`src/sv/pcmi_pkg.sv`:
```
// Package for the pulse capture unit: constants, codes and shared types.
`default_nettype none
package pcmi_pkg;

  localparam int MAX_ENTRIES = 32;
  localparam int ENTRY_AW    = $clog2(MAX_ENTRIES);
  localparam int CNT_W       = $clog2(MAX_ENTRIES + 1);

  localparam int TS_W     = 16;
  localparam int CMD_W    = 3;
  localparam int IDX_W    = 5;
  localparam int STATUS_W = 2;
  localparam int REJ_W    = 8;
  localparam int CFG_IDX_W = 2;

  localparam logic [TS_W-1:0]  MIN_WIDTH_RESET = 16'd625;
  localparam logic [TS_W-1:0]  MIN_GAP_RESET   = 16'd3125;
  localparam logic [TS_W-1:0]  VALUE_OOR       = 16'hFFFF;
  localparam logic [REJ_W-1:0] REJECT_MAX      = 8'hFF;

  localparam logic [CMD_W-1:0] CMD_START         = 3'd0;
  localparam logic [CMD_W-1:0] CMD_FALL          = 3'd1;
  localparam logic [CMD_W-1:0] CMD_RISE          = 3'd2;
  localparam logic [CMD_W-1:0] CMD_MEDIAN        = 3'd3;
  localparam logic [CMD_W-1:0] CMD_READ_WIDTH    = 3'd4;
  localparam logic [CMD_W-1:0] CMD_READ_INTERVAL = 3'd5;

  localparam logic [STATUS_W-1:0] EDGE_NONE      = 2'd0;
  localparam logic [STATUS_W-1:0] EDGE_ACCEPTED  = 2'd1;
  localparam logic [STATUS_W-1:0] EDGE_NARROW    = 2'd2;
  localparam logic [STATUS_W-1:0] EDGE_TOO_CLOSE = 2'd3;

  localparam logic [CFG_IDX_W-1:0] REG_MIN_WIDTH = 2'd0;
  localparam logic [CFG_IDX_W-1:0] REG_MIN_GAP   = 2'd1;

  typedef enum logic [5:0] {
    ST_IDLE  = 6'b000001,
    ST_READ  = 6'b000010,
    ST_FEED  = 6'b000100,
    ST_DRAIN = 6'b001000,
    ST_SHIFT = 6'b010000,
    ST_EMIT  = 6'b100000
  } state_t;

  // Control for the sorting chain.
  typedef struct packed {
    logic clear;
    logic shift;
  } chain_ctl_t;

endpackage
`default_nettype wire

```
`src/sv/pcmi_if.sv`:
```
// Channel interfaces of the pulse capture unit: input, result and configuration.
`default_nettype none
interface pcmi_in_if;
  logic                       valid;
  logic                       ready;
  logic [pcmi_pkg::CMD_W-1:0] cmd;
  logic [pcmi_pkg::TS_W-1:0]  timestamp;
  logic [pcmi_pkg::IDX_W-1:0] index;
  modport source (output valid, output cmd, output timestamp, output index, input ready);
  modport sink   (input valid, input cmd, input timestamp, input index, output ready);
endinterface

interface pcmi_out_if;
  logic                          valid;
  logic                          ready;
  logic [pcmi_pkg::TS_W-1:0]     value;
  logic [pcmi_pkg::STATUS_W-1:0] edge_status;
  logic [pcmi_pkg::CNT_W-1:0]    pulse_total;
  logic [pcmi_pkg::REJ_W-1:0]    reject_total;
  modport source (output valid, output value, output edge_status, output pulse_total,
                  output reject_total, input ready);
  modport sink   (input valid, input value, input edge_status, input pulse_total,
                  input reject_total, output ready);
endinterface

interface pcmi_cfg_if;
  logic                           valid;
  logic                           ready;
  logic [pcmi_pkg::CFG_IDX_W-1:0] index;
  logic [pcmi_pkg::TS_W-1:0]      data;
  modport source (output valid, output index, output data, input ready);
  modport sink   (input valid, input index, input data, output ready);
endinterface
`default_nettype wire

```
`src/sv/pcmi_ram.sv`:
```
// Generic single-write, single-read RAM with registered read data.
`default_nettype none
module pcmi_ram #(
  parameter int WIDTH = 16,
  parameter int DEPTH = 32
) (
  input  wire logic                     clk,
  input  wire logic                     we,
  input  wire logic [$clog2(DEPTH)-1:0] waddr,
  input  wire logic [WIDTH-1:0]         wdata,
  input  wire logic [$clog2(DEPTH)-1:0] raddr,
  output logic      [WIDTH-1:0]         rdata
);

  logic [WIDTH-1:0] mem_r [DEPTH];

  always_ff @(posedge clk) begin
    if (we) begin
      mem_r[waddr] <= wdata;
    end
    rdata <= mem_r[raddr];
  end

endmodule
`default_nettype wire

```
`src/sv/pcmi_cell.sv`:
```
// One insertion-sort cell: keeps the smaller value, hands the larger one on.
`default_nettype none
module pcmi_cell (
  input  wire logic                      clk,
  input  wire logic                      rst_n,
  input  wire pcmi_pkg::chain_ctl_t      ctl,
  input  wire logic [pcmi_pkg::TS_W-1:0] in_data,
  input  wire logic                      in_vld,
  input  wire logic [pcmi_pkg::TS_W-1:0] shr_data,
  output logic      [pcmi_pkg::TS_W-1:0] held_data,
  output logic      [pcmi_pkg::TS_W-1:0] pass_data,
  output logic                           pass_vld
);

  logic [pcmi_pkg::TS_W-1:0] held_r, held_nxt;
  logic                      hv_r, hv_nxt;
  logic [pcmi_pkg::TS_W-1:0] pass_r, pass_nxt;
  logic                      pv_r, pv_nxt;

  always_comb begin
    held_nxt = held_r;
    hv_nxt   = hv_r;
    pass_nxt = pass_r;
    pv_nxt   = 1'b0;
    if (ctl.clear) begin
      hv_nxt = 1'b0;
    end else if (ctl.shift) begin
      held_nxt = shr_data;
    end else if (in_vld) begin
      if (!hv_r) begin
        held_nxt = in_data;
        hv_nxt   = 1'b1;
      end else if (in_data < held_r) begin
        held_nxt = in_data;
        pass_nxt = held_r;
        pv_nxt   = 1'b1;
      end else begin
        pass_nxt = in_data;
        pv_nxt   = 1'b1;
      end
    end
  end

  always_ff @(posedge clk) begin
    if (!rst_n) begin
      hv_r <= 1'b0;
      pv_r <= 1'b0;
    end else begin
      hv_r <= hv_nxt;
      pv_r <= pv_nxt;
    end
    held_r <= held_nxt;
    pass_r <= pass_nxt;
  end

  assign held_data = held_r;
  assign pass_data = pass_r;
  assign pass_vld  = pv_r;

endmodule
`default_nettype wire

```
`src/sv/pcmi_chain.sv`:
```
// Row of sorting cells; after feeding, shifting toward the head brings any rank to cell zero.
`default_nettype none
module pcmi_chain (
  input  wire logic                      clk,
  input  wire logic                      rst_n,
  input  wire pcmi_pkg::chain_ctl_t      ctl,
  input  wire logic [pcmi_pkg::TS_W-1:0] feed_data,
  input  wire logic                      feed_vld,
  output logic      [pcmi_pkg::TS_W-1:0] head_data
);

  localparam int N = pcmi_pkg::MAX_ENTRIES;

  logic [pcmi_pkg::TS_W-1:0] link_data [N+1];
  logic                      link_vld  [N+1];
  logic [pcmi_pkg::TS_W-1:0] held      [N+1];

  assign link_data[0] = feed_data;
  assign link_vld[0]  = feed_vld;
  // Nothing lies beyond the last cell; shifting fills it with the top code.
  assign held[N]      = pcmi_pkg::VALUE_OOR;

  for (genvar g = 0; g < N; g++) begin : g_cell
    pcmi_cell u_cell (
      .clk       (clk),
      .rst_n     (rst_n),
      .ctl       (ctl),
      .in_data   (link_data[g]),
      .in_vld    (link_vld[g]),
      .shr_data  (held[g+1]),
      .held_data (held[g]),
      .pass_data (link_data[g+1]),
      .pass_vld  (link_vld[g+1])
    );
  end

  assign head_data = held[0];

`ifndef ASSERT_OFF
  // At most MAX_ENTRIES - 1 intervals are fed, so nothing ever falls off the end.
  a_no_overflow: assert property (@(posedge clk) disable iff (!rst_n)
    !link_vld[N])
    else $error("sorting chain overflowed");
`endif

endmodule
`default_nettype wire

```
`src/sv/pulse_capture_median_interval_unit.sv`:
```
// Top level: pulse edge capture, width and interval stores, and median of intervals.
// Start, edge and unused commands, and a median of fewer than two pulses, go from idle
// straight to the emit state; reads pass through a read state for the RAM data first.
// Median of n intervals, k = n/2: n feeds from the interval RAM, a drain of the chain,
// k shifts and a load; one item at a time, and output stalls hold the result in emit.
// Reset is synchronous and active low; counts, times and thresholds reset, RAMs are kept.
`default_nettype none
module pulse_capture_median_interval_unit (
  input  wire logic   clk,
  input  wire logic   rst_n,
  pcmi_in_if.sink     in_chan,
  pcmi_out_if.source  out_chan,
  pcmi_cfg_if.sink    cfg_chan
);

  localparam int AW = pcmi_pkg::ENTRY_AW;
  localparam int CW = pcmi_pkg::CNT_W;
  localparam int TW = pcmi_pkg::TS_W;

  pcmi_pkg::state_t st_r, st_nxt;

  logic [TW-1:0] min_width_r, min_gap_r;
  logic [TW-1:0] start_r, start_nxt;
  logic [TW-1:0] last_r, last_nxt;
  logic [CW-1:0] cnt_r, cnt_nxt;
  logic [pcmi_pkg::REJ_W-1:0] rej_r, rej_nxt;

  logic [CW-1:0] seq_r, seq_nxt;
  logic [AW-1:0] n_r, n_nxt;
  logic          feed_vld_r;
  logic          oor_r, oor_nxt;
  logic          sel_width_r, sel_width_nxt;
  logic [TW-1:0] res_value_r, res_value_nxt;
  logic [pcmi_pkg::STATUS_W-1:0] res_status_r, res_status_nxt;

  logic          out_valid_r;
  logic [TW-1:0] out_value_r;
  logic [pcmi_pkg::STATUS_W-1:0] out_status_r;
  logic [CW-1:0] out_total_r;
  logic [pcmi_pkg::REJ_W-1:0] out_rej_r;

  logic          in_acc, out_free;
  logic [TW-1:0] pw, gap;
  logic          w_we, i_we;
  logic [AW-1:0] i_raddr;
  logic [TW-1:0] w_rdata, i_rdata, head_data;
  pcmi_pkg::chain_ctl_t ctl;

  assign in_chan.ready  = (st_r == pcmi_pkg::ST_IDLE);
  assign in_acc         = in_chan.valid && in_chan.ready;
  assign cfg_chan.ready = 1'b1;
  assign out_free       = !out_valid_r || out_chan.ready;

  assign pw  = in_chan.timestamp - start_r;
  assign gap = start_r - last_r;

  always_comb begin
    st_nxt         = st_r;
    start_nxt      = start_r;
    last_nxt       = last_r;
    cnt_nxt        = cnt_r;
    rej_nxt        = rej_r;
    seq_nxt        = seq_r;
    n_nxt          = n_r;
    oor_nxt        = oor_r;
    sel_width_nxt  = sel_width_r;
    res_value_nxt  = res_value_r;
    res_status_nxt = res_status_r;
    w_we           = 1'b0;
    i_we           = 1'b0;
    i_raddr        = in_chan.index;
    ctl            = '0;
    case (st_r)
      pcmi_pkg::ST_IDLE: begin
        if (in_acc) begin
          res_value_nxt  = '0;
          res_status_nxt = pcmi_pkg::EDGE_NONE;
          st_nxt         = pcmi_pkg::ST_EMIT;
          case (in_chan.cmd)
            pcmi_pkg::CMD_START: begin
              cnt_nxt   = '0;
              rej_nxt   = '0;
              start_nxt = '0;
              last_nxt  = '0;
            end
            pcmi_pkg::CMD_FALL: begin
              start_nxt = in_chan.timestamp;
            end
            pcmi_pkg::CMD_RISE: begin
              if (pw <= min_width_r) begin
                res_status_nxt = pcmi_pkg::EDGE_NARROW;
                if (rej_r != pcmi_pkg::REJECT_MAX) rej_nxt = rej_r + 1'b1;
              end else if (cnt_r != '0 && gap <= min_gap_r) begin
                res_status_nxt = pcmi_pkg::EDGE_TOO_CLOSE;
                if (rej_r != pcmi_pkg::REJECT_MAX) rej_nxt = rej_r + 1'b1;
              end else begin
                res_status_nxt = pcmi_pkg::EDGE_ACCEPTED;
                last_nxt       = start_r;
                if (cnt_r < CW'(pcmi_pkg::MAX_ENTRIES)) begin
                  w_we    = 1'b1;
                  i_we    = (cnt_r != '0);
                  cnt_nxt = cnt_r + 1'b1;
                end
              end
            end
            pcmi_pkg::CMD_MEDIAN: begin
              if (cnt_r >= CW'(2)) begin
                n_nxt   = AW'(cnt_r - 1'b1);
                seq_nxt = '0;
                ctl.clear = 1'b1;
                st_nxt  = pcmi_pkg::ST_FEED;
              end
            end
            pcmi_pkg::CMD_READ_WIDTH: begin
              oor_nxt       = ({1'b0, in_chan.index} >= cnt_r);
              sel_width_nxt = 1'b1;
              st_nxt        = pcmi_pkg::ST_READ;
            end
            pcmi_pkg::CMD_READ_INTERVAL: begin
              oor_nxt       = ({1'b0, in_chan.index} + 1'b1 >= cnt_r);
              sel_width_nxt = 1'b0;
              st_nxt        = pcmi_pkg::ST_READ;
            end
            default: begin
            end
          endcase
        end
      end
      pcmi_pkg::ST_READ: begin
        if (oor_r) res_value_nxt = pcmi_pkg::VALUE_OOR;
        else       res_value_nxt = sel_width_r ? w_rdata : i_rdata;
        st_nxt = pcmi_pkg::ST_EMIT;
      end
      pcmi_pkg::ST_FEED: begin
        i_raddr = seq_r[AW-1:0];
        if (seq_r[AW-1:0] == n_r - 1'b1) begin
          seq_nxt = '0;
          st_nxt  = pcmi_pkg::ST_DRAIN;
        end else begin
          seq_nxt = seq_r + 1'b1;
        end
      end
      pcmi_pkg::ST_DRAIN: begin
        // Long enough for a value handed on at the last feed to settle at the tail.
        if (seq_r == CW'(pcmi_pkg::MAX_ENTRIES)) begin
          seq_nxt = '0;
          st_nxt  = pcmi_pkg::ST_SHIFT;
        end else begin
          seq_nxt = seq_r + 1'b1;
        end
      end
      pcmi_pkg::ST_SHIFT: begin
        if (seq_r == CW'(n_r >> 1)) begin
          res_value_nxt = head_data;
          st_nxt        = pcmi_pkg::ST_EMIT;
        end else begin
          ctl.shift = 1'b1;
          seq_nxt   = seq_r + 1'b1;
        end
      end
      pcmi_pkg::ST_EMIT: begin
        if (out_free) st_nxt = pcmi_pkg::ST_IDLE;
      end
      default: begin
        st_nxt = pcmi_pkg::ST_IDLE;
      end
    endcase
  end

  always_ff @(posedge clk) begin
    if (!rst_n) begin
      st_r        <= pcmi_pkg::ST_IDLE;
      min_width_r <= pcmi_pkg::MIN_WIDTH_RESET;
      min_gap_r   <= pcmi_pkg::MIN_GAP_RESET;
      start_r     <= '0;
      last_r      <= '0;
      cnt_r       <= '0;
      rej_r       <= '0;
      seq_r       <= '0;
      feed_vld_r  <= 1'b0;
      out_valid_r <= 1'b0;
    end else begin
      st_r       <= st_nxt;
      start_r    <= start_nxt;
      last_r     <= last_nxt;
      cnt_r      <= cnt_nxt;
      rej_r      <= rej_nxt;
      seq_r      <= seq_nxt;
      feed_vld_r <= (st_r == pcmi_pkg::ST_FEED);
      if (cfg_chan.valid && cfg_chan.ready) begin
        if (cfg_chan.index == pcmi_pkg::REG_MIN_WIDTH) min_width_r <= cfg_chan.data;
        if (cfg_chan.index == pcmi_pkg::REG_MIN_GAP)   min_gap_r   <= cfg_chan.data;
      end
      if (st_r == pcmi_pkg::ST_EMIT && out_free) begin
        out_valid_r <= 1'b1;
      end else if (out_chan.ready) begin
        out_valid_r <= 1'b0;
      end
    end
    n_r          <= n_nxt;
    oor_r        <= oor_nxt;
    sel_width_r  <= sel_width_nxt;
    res_value_r  <= res_value_nxt;
    res_status_r <= res_status_nxt;
    if (st_r == pcmi_pkg::ST_EMIT && out_free) begin
      out_value_r  <= res_value_r;
      out_status_r <= res_status_r;
      out_total_r  <= cnt_r;
      out_rej_r    <= rej_r;
    end
  end

  assign out_chan.valid        = out_valid_r;
  assign out_chan.value        = out_value_r;
  assign out_chan.edge_status  = out_status_r;
  assign out_chan.pulse_total  = out_total_r;
  assign out_chan.reject_total = out_rej_r;

  pcmi_ram #(.WIDTH(TW), .DEPTH(pcmi_pkg::MAX_ENTRIES)) u_width_ram (
    .clk   (clk),
    .we    (w_we),
    .waddr (cnt_r[AW-1:0]),
    .wdata (pw),
    .raddr (in_chan.index),
    .rdata (w_rdata)
  );

  pcmi_ram #(.WIDTH(TW), .DEPTH(pcmi_pkg::MAX_ENTRIES)) u_interval_ram (
    .clk   (clk),
    .we    (i_we),
    .waddr (AW'(cnt_r - 1'b1)),
    .wdata (gap),
    .raddr (i_raddr),
    .rdata (i_rdata)
  );

  pcmi_chain u_chain (
    .clk       (clk),
    .rst_n     (rst_n),
    .ctl       (ctl),
    .feed_data (i_rdata),
    .feed_vld  (feed_vld_r),
    .head_data (head_data)
  );

`ifndef ASSERT_OFF
  a_cnt_bound: assert property (@(posedge clk) disable iff (!rst_n)
    cnt_r <= CW'(pcmi_pkg::MAX_ENTRIES))
    else $error("pulse count beyond capacity");

  a_feed_origin: assert property (@(posedge clk) disable iff (!rst_n)
    feed_vld_r |-> $past(st_r == pcmi_pkg::ST_FEED))
    else $error("chain fed outside the feed phase");

  a_emit_loads: assert property (@(posedge clk) disable iff (!rst_n)
    (st_r == pcmi_pkg::ST_EMIT && out_free) |=> (out_valid_r && st_r == pcmi_pkg::ST_IDLE))
    else $error("result not loaded into the output register");

  a_store_idle: assert property (@(posedge clk) disable iff (!rst_n)
    (w_we || i_we) |-> (in_acc && in_chan.cmd == pcmi_pkg::CMD_RISE))
    else $error("store written without an accepted rising edge");
`endif

endmodule
`default_nettype wire

```
`src/flat_wrapper.sv`:
```
// flat-port wrapper written by rule: the top's interface ports become plain ports
module pulse_capture_median_interval_unit_flat 
  (clk, rst_n, in_chan_valid, in_chan_cmd, in_chan_timestamp, in_chan_index, in_chan_ready, out_chan_valid, out_chan_value, out_chan_edge_status, out_chan_pulse_total, out_chan_reject_total, out_chan_ready, cfg_chan_valid, cfg_chan_index, cfg_chan_data, cfg_chan_ready);
  pcmi_in_if in_chan_i ();
  pcmi_out_if out_chan_i ();
  pcmi_cfg_if cfg_chan_i ();
  input  wire logic clk;
  input  wire logic rst_n;
  input wire logic [$bits(in_chan_i.valid)-1:0] in_chan_valid;
  input wire logic [$bits(in_chan_i.cmd)-1:0] in_chan_cmd;
  input wire logic [$bits(in_chan_i.timestamp)-1:0] in_chan_timestamp;
  input wire logic [$bits(in_chan_i.index)-1:0] in_chan_index;
  output wire logic [$bits(in_chan_i.ready)-1:0] in_chan_ready;
  output wire logic [$bits(out_chan_i.valid)-1:0] out_chan_valid;
  output wire logic [$bits(out_chan_i.value)-1:0] out_chan_value;
  output wire logic [$bits(out_chan_i.edge_status)-1:0] out_chan_edge_status;
  output wire logic [$bits(out_chan_i.pulse_total)-1:0] out_chan_pulse_total;
  output wire logic [$bits(out_chan_i.reject_total)-1:0] out_chan_reject_total;
  input wire logic [$bits(out_chan_i.ready)-1:0] out_chan_ready;
  input wire logic [$bits(cfg_chan_i.valid)-1:0] cfg_chan_valid;
  input wire logic [$bits(cfg_chan_i.index)-1:0] cfg_chan_index;
  input wire logic [$bits(cfg_chan_i.data)-1:0] cfg_chan_data;
  output wire logic [$bits(cfg_chan_i.ready)-1:0] cfg_chan_ready;
  assign in_chan_i.valid = in_chan_valid;
  assign in_chan_i.cmd = in_chan_cmd;
  assign in_chan_i.timestamp = in_chan_timestamp;
  assign in_chan_i.index = in_chan_index;
  assign in_chan_ready = in_chan_i.ready;
  assign out_chan_valid = out_chan_i.valid;
  assign out_chan_value = out_chan_i.value;
  assign out_chan_edge_status = out_chan_i.edge_status;
  assign out_chan_pulse_total = out_chan_i.pulse_total;
  assign out_chan_reject_total = out_chan_i.reject_total;
  assign out_chan_i.ready = out_chan_ready;
  assign cfg_chan_i.valid = cfg_chan_valid;
  assign cfg_chan_i.index = cfg_chan_index;
  assign cfg_chan_i.data = cfg_chan_data;
  assign cfg_chan_ready = cfg_chan_i.ready;
  pulse_capture_median_interval_unit u_core (.clk(clk), .rst_n(rst_n), .in_chan(in_chan_i), .out_chan(out_chan_i), .cfg_chan(cfg_chan_i));
endmodule
```
`config.mk`:
```
export PLATFORM = sky130hd
export DESIGN_NAME = pulse_capture_median_interval_unit_flat
export DESIGN_NICKNAME = d
export VERILOG_FILES = /design/src/sv/pcmi_pkg.sv /design/src/sv/pcmi_if.sv /design/src/sv/pcmi_ram.sv /design/src/sv/pcmi_cell.sv /design/src/sv/pcmi_chain.sv /design/src/sv/pulse_capture_median_interval_unit.sv /design/src/flat_wrapper.sv
export SDC_FILE = /design/constraint.sdc
export NUM_CORES = 2
export LEC_CHECK = 0
export BUFFER_PORTS_ARGS = -buffer_cell sky130_fd_sc_hd__buf_2
export CAP_MARGIN = 20
export CORE_MARGIN = 10
export CORE_UTILIZATION = 45
export CTS_CLUSTER_DIAMETER = 150
export DETAILED_ROUTE_END_ITERATION = 8
export GPL_TIMING_DRIVEN = 0
export PLACE_DENSITY_LB_ADDON = 0.25
export SLEW_MARGIN = 5
export SYNTH_ARGS = -nofsm -noshare
export SYNTH_HDL_FRONTEND = slang
export SYNTH_SLANG_ARGS = --single-unit
```
`constraint.sdc`:
```
create_clock -name clk -period 7.65 [get_ports clk]
set_clock_uncertainty 0.1 [all_clocks]
set_input_delay 1.53 -clock clk [delete_from_list [all_inputs] [get_ports clk]]
set_output_delay 1.53 -clock clk [all_outputs]
set_load 0.01 [all_outputs]
```
==> impl_metrics.xml <==
<?xml version="1.0" encoding="UTF-8"?>
<metrics>
  <group name="sta">
    <metric name="finalHoldViolations" unit="">0</metric>
    <metric name="highest_achievable_clock_rate" unit="MHz">134</metric>
    <metric name="setup_tns" unit="ns">0</metric>
    <metric name="min_period" unit="ns">7.46</metric>
    <metric name="worst_slack" unit="ns">0.187</metric>
    <metric name="rsz0062_at_grt" unit="">false</metric>
    <metric name="worst_hold_slack_after_final_layout" unit="ns">0.291</metric>
    <metric name="setup_viol_count_final" unit="">0</metric>
    <metric name="tightestPinTransition" unit="ns">1.11</metric>
    <metric name="relSlewSlack" unit="%">26.1</metric>
    <metric name="final.period_utilization" unit="%">97.6</metric>
    <metric name="slew_viol_final" unit="">0</metric>
  </group>
  <group name="critical_path">
    <metric name="timing.critical_path.slowest_cell_delay" unit="ns">0.60</metric>
    <metric name="critical_path.top_delay_family" unit="">simple AND/OR/NAND/NOR gates</metric>
    <metric name="worstSetupPathType" unit="">input pin to flop</metric>
    <metric name="critPathArrivalTime" unit="ns">7.90</metric>
    <metric name="critical_path.cell_chain" unit="">buf_2, inv_1, ha_1, inv_1, fa_1, a21o_1, a21oi_1, o21bai_1, a21oi_1, o21ba_2, o21ai_0, or4_1, nand3_4, ha_1, nand4_1, a2111o_1, o211ai_1, nand3_1, nor4_4, buf_4, nand2_2, clkbuf_1, nor2_2, buf_16</metric>
    <metric name="worst_path_max_fanout" unit="">33</metric>
    <metric name="timing.critical_path.from_type" unit="">input pin</metric>
    <metric name="reg2reg_setup_slack" unit="ns">0.43</metric>
    <metric name="critical_path_required" unit="ns">8.09</metric>
    <metric name="count_of_buffering_cells_on_the_critical_path_with_inverters_included" unit="">6</metric>
    <metric name="critPathCaptureType" unit="">flop</metric>
    <metric name="worst_path_max_delay_cell" unit="">nor2_2</metric>
  </group>
  <group name="cells_and_area">
    <metric name="most_common_library_cell_in_the_layout_ignoring_fill_and_taps" unit="">edfxtp_1</metric>
    <metric name="layout.cell_area.non_filler" unit="sq mm">0.119</metric>
    <metric name="fin_util" unit="%">51.5</metric>
    <metric name="mostFrequentLayoutCells" unit="">2089 x edfxtp_1, 934 x nand2_1, 670 x o21ai_0, 600 x inv_1, 563 x ha_1</metric>
    <metric name="nets" unit="">8812</metric>
    <metric name="final_cell_count_no_fill" unit="">11500</metric>
    <metric name="area_growth" unit="%">14.1</metric>
    <metric name="drive_above_1_share" unit="%">17.9</metric>
  </group>
  <group name="clocking">
    <metric name="cts.reportedPaths.clkPinSlew" unit="ns">0.07</metric>
    <metric name="clockRootBuffer" unit="">clkbuf_16</metric>
    <metric name="clock-sinks" unit="">2276</metric>
    <metric name="worst_skew_pair.late_latency" unit="ns">0.90</metric>
    <metric name="tritoncts" unit="">built</metric>
    <metric name="clock_tree.buffer_depth" unit="">3</metric>
    <metric name="cts_max_level" unit="">4</metric>
    <metric name="tritoncts_buffers" unit="">235</metric>
  </group>
  <group name="logic_synthesis">
    <metric name="async_reset_ff_share" unit="%">0</metric>
    <metric name="syn_area_per_cell" unit="sq um">13.5</metric>
    <metric name="synth.net_count" unit="">8356</metric>
    <metric name="number_of_unique_standard_cell_types_used_by_synthesis" unit="">87</metric>
    <metric name="yosys_warnings" unit="">0</metric>
    <metric name="synth_cells" unit="">7744</metric>
    <metric name="mappedNetlistArea" unit="sq mm">0.105</metric>
    <metric name="synth_ff_type" unit="">edfxtp_1</metric>
    <metric name="postSynthRegisterBits" unit="">2276</metric>
    <metric name="count_of_flip_flops_with_a_built_in_enable_after_synthesis" unit="">2089</metric>
    <metric name="synth.yosys.seq_area_share" unit="%">63.5</metric>
  </group>
  <group name="floorplanning">
    <metric name="num_rows" unit="">177</metric>
    <metric name="initial_utilization" unit="%">45.1</metric>
    <metric name="vertical_die_dimension" unit="um">502</metric>
    <metric name="die_w" unit="um">502</metric>
    <metric name="num_io_pins" unit="">82</metric>
    <metric name="fp.coreArea" unit="sq mm">0.232</metric>
    <metric name="dieArea" unit="sq mm">0.252</metric>
  </group>
  <group name="global_route">
    <metric name="antenna_found_initial" unit="">17</metric>
    <metric name="grt_pass1_wl" unit="um">413000</metric>
    <metric name="vias_in_the_first_global_route" unit="">65200</metric>
    <metric name="grt_usage" unit="%">21.3</metric>
    <metric name="globalRoute.totalOverflow" unit="">0</metric>
    <metric name="largest_net_degree_at_the_start_of_global_routing" unit="">34</metric>
  </group>
  <group name="placed_design">
    <metric name="detailedPlace.worstSlack" unit="ns">-1.72</metric>
    <metric name="placedInstanceArea" unit="sq mm">0.111</metric>
    <metric name="numPlacedInstances" unit="">11000</metric>
    <metric name="port_buffers" unit="">80</metric>
    <metric name="dp_hpwl" unit="um">203000</metric>
    <metric name="gp_routability_congestion" unit="">0.913</metric>
  </group>
  <group name="detailed_routing">
    <metric name="ant_nets" unit="">0</metric>
    <metric name="finalWirelength" unit="um">276000</metric>
    <metric name="first_pass_iters" unit="">9</metric>
    <metric name="vias_per_cell" unit="">5.71</metric>
    <metric name="detailroute.via_count" unit="">65500</metric>
    <metric name="drc" unit="">0</metric>
    <metric name="post_drt_wl_per_cell" unit="um">24.1</metric>
    <metric name="drt_iter0_markers" unit="">6732</metric>
  </group>
  <group name="worst_hold_path">
    <metric name="holdCritPathClass" unit="">flop to flop</metric>
  </group>
  <group name="status">
    <metric name="status" unit="">complete, no violations</metric>
  </group>
  <group name="power">
    <metric name="power.static_leakage" unit="nW">44.5</metric>
    <metric name="power.ir.vdd_worst" unit="mV">0.228</metric>
    <metric name="total_power" unit="mW">26.5</metric>
    <metric name="power.density" unit="mW/mm^2">222</metric>
  </group>
  <group name="job">
    <metric name="max_cap_viol_count" unit="">0</metric>
  </group>
</metrics>
-- sequential cells by signal (all words and copies together), names as in the netlist, 16 cells and up --
name                                    cells
u_core.u_interval_ram.rdata                16
u_core.u_chain.g_cell.u_cell.pass_vld      31
u_core.out_chan.value                      16
u_core.start_r                             16
u_core.u_chain.g_cell.u_cell.held_data    512
u_core.u_chain.g_cell.u_cell.pass_data    496
u_core.last_r                              16
u_core.res_value_r                         16
u_core.min_gap_r                           16
u_core.u_width_ram.rdata                   16
u_core.min_width_r                         16
u_core.u_interval_ram.mem_r               512
u_core.u_chain.g_cell.u_cell.hv_r          32
u_core.u_width_ram.mem_r                  512
-- cell type report --
type                            count  area [sq um]
Fill cell                       19500        113000
Clock buffer                      322          6510
Timing Repair Buffer              219          2490
Sequential cell                  2276         66500
Clock inverter                    124          1220
Antenna cell                        6          15.0
Buffer                            315          1350
Multi-Input combinational cell   4550         35300
Tap cell                         3043          3810
Inverter                          603          2260
-- worst register-to-register path, delay by kind of cell (launching register included) --
family          cells  cell delay (ns)
flops               1             0.43
compound gates      9             3.02
fa+ha+maj           3             1.16
buf+inv             5             1.24
simple gates        7             1.01
-- worst paths after layout --
kind	from	to	depth (start not counted)
max	in_chan_timestamp[0]	u_core.u_interval_ram.mem_r[16][0]	24
max reg2reg	u_core.start_r[0]	u_core.u_width_ram.mem_r[0][3]	24
min reg2reg	u_core.res_value_r[7]	u_core.out_chan.value[7]	0
min	u_core.res_value_r[7]	u_core.out_chan.value[7]	0
-- logic make-up (layout without fill, tap and decap cells) --
logic type	count (synthesis)	in the layout	share of synthesized area (%)
xor+xnor	40	40	0.335
flops	2276	2276	63.5
other cells	1	7	0.00358
simple gates	1767	1767	7.43
mux	785	785	10.5
fa+ha+maj	565	565	6.77
compound gates	1392	1392	8.00
buf+inv	918	1583	3.44
-- routing by layer --
layer,share of wire [%],routed length (um),up-vias,global-route usage [%]
met4,3.4,9310,6,6.82
met2,44,122000,2588,32.5
met5,0.015,40,-,0
met3,8.2,22600,442,3.78
li1,-,-,29800,-
met1,44,122000,32600,31.1
-- report_power, final --
group | internal (mW) | switching [mW] | leakage (nW)
Sequential | 13.7 | 0.0743 | 20.5
Clock | 6.31 | 5.04 | 3.76
Combinational | 0.442 | 0.897 | 20.3
Total | 20.5 | 6.01 | 44.5
-- Yosys cell counts (6+ instances only) --
cell	instances	share of area, %
a21oi_1	157	0.75
nor2_1	311	1.1
nand3b_1	10	0.072
dfxtp_1	187	3.6
o21ai_0	671	3.2
a21o_1	163	1.2
nand2b_1	61	0.36
o211ai_1	14	0.10
a211oi_1	96	0.69
o221ai_1	6	0.050
buf_4	11	0.079
mux4_2	195	4.2
a21boi_0	48	0.34
nand3_1	98	0.47
nand2_1	937	3.4
clkbuf_1	230	0.82
mux2i_1	68	0.65
buf_2	59	0.28
o21a_1	46	0.33
mux2_2	517	5.6
or3_1	9	0.054
nor2b_1	31	0.19
nor3_1	78	0.37
inv_1	599	2.1
nand4_1	91	0.54
xor2_1	10	0.084
xnor2_1	30	0.25
a22oi_1	13	0.093
buf_1	11	0.039
and3_1	58	0.35
a221oi_1	11	0.092
ha_1	563	6.7
and2_1	36	0.22
edfxtp_1	2089	60
o2111ai_1	6	0.050
o22ai_1	36	0.22
a31oi_1	63	0.38
nor4_1	21	0.13
-- repair_timing --
action                                  CTS  global route
endpoints found under the setup margin  862           631
resized for setup                         7             9
buffers inserted                          2             3
pin swaps                                 1             3
hold buffers                              0             0
gates cloned                              0             0
Power figures use the tool's default switching activity.
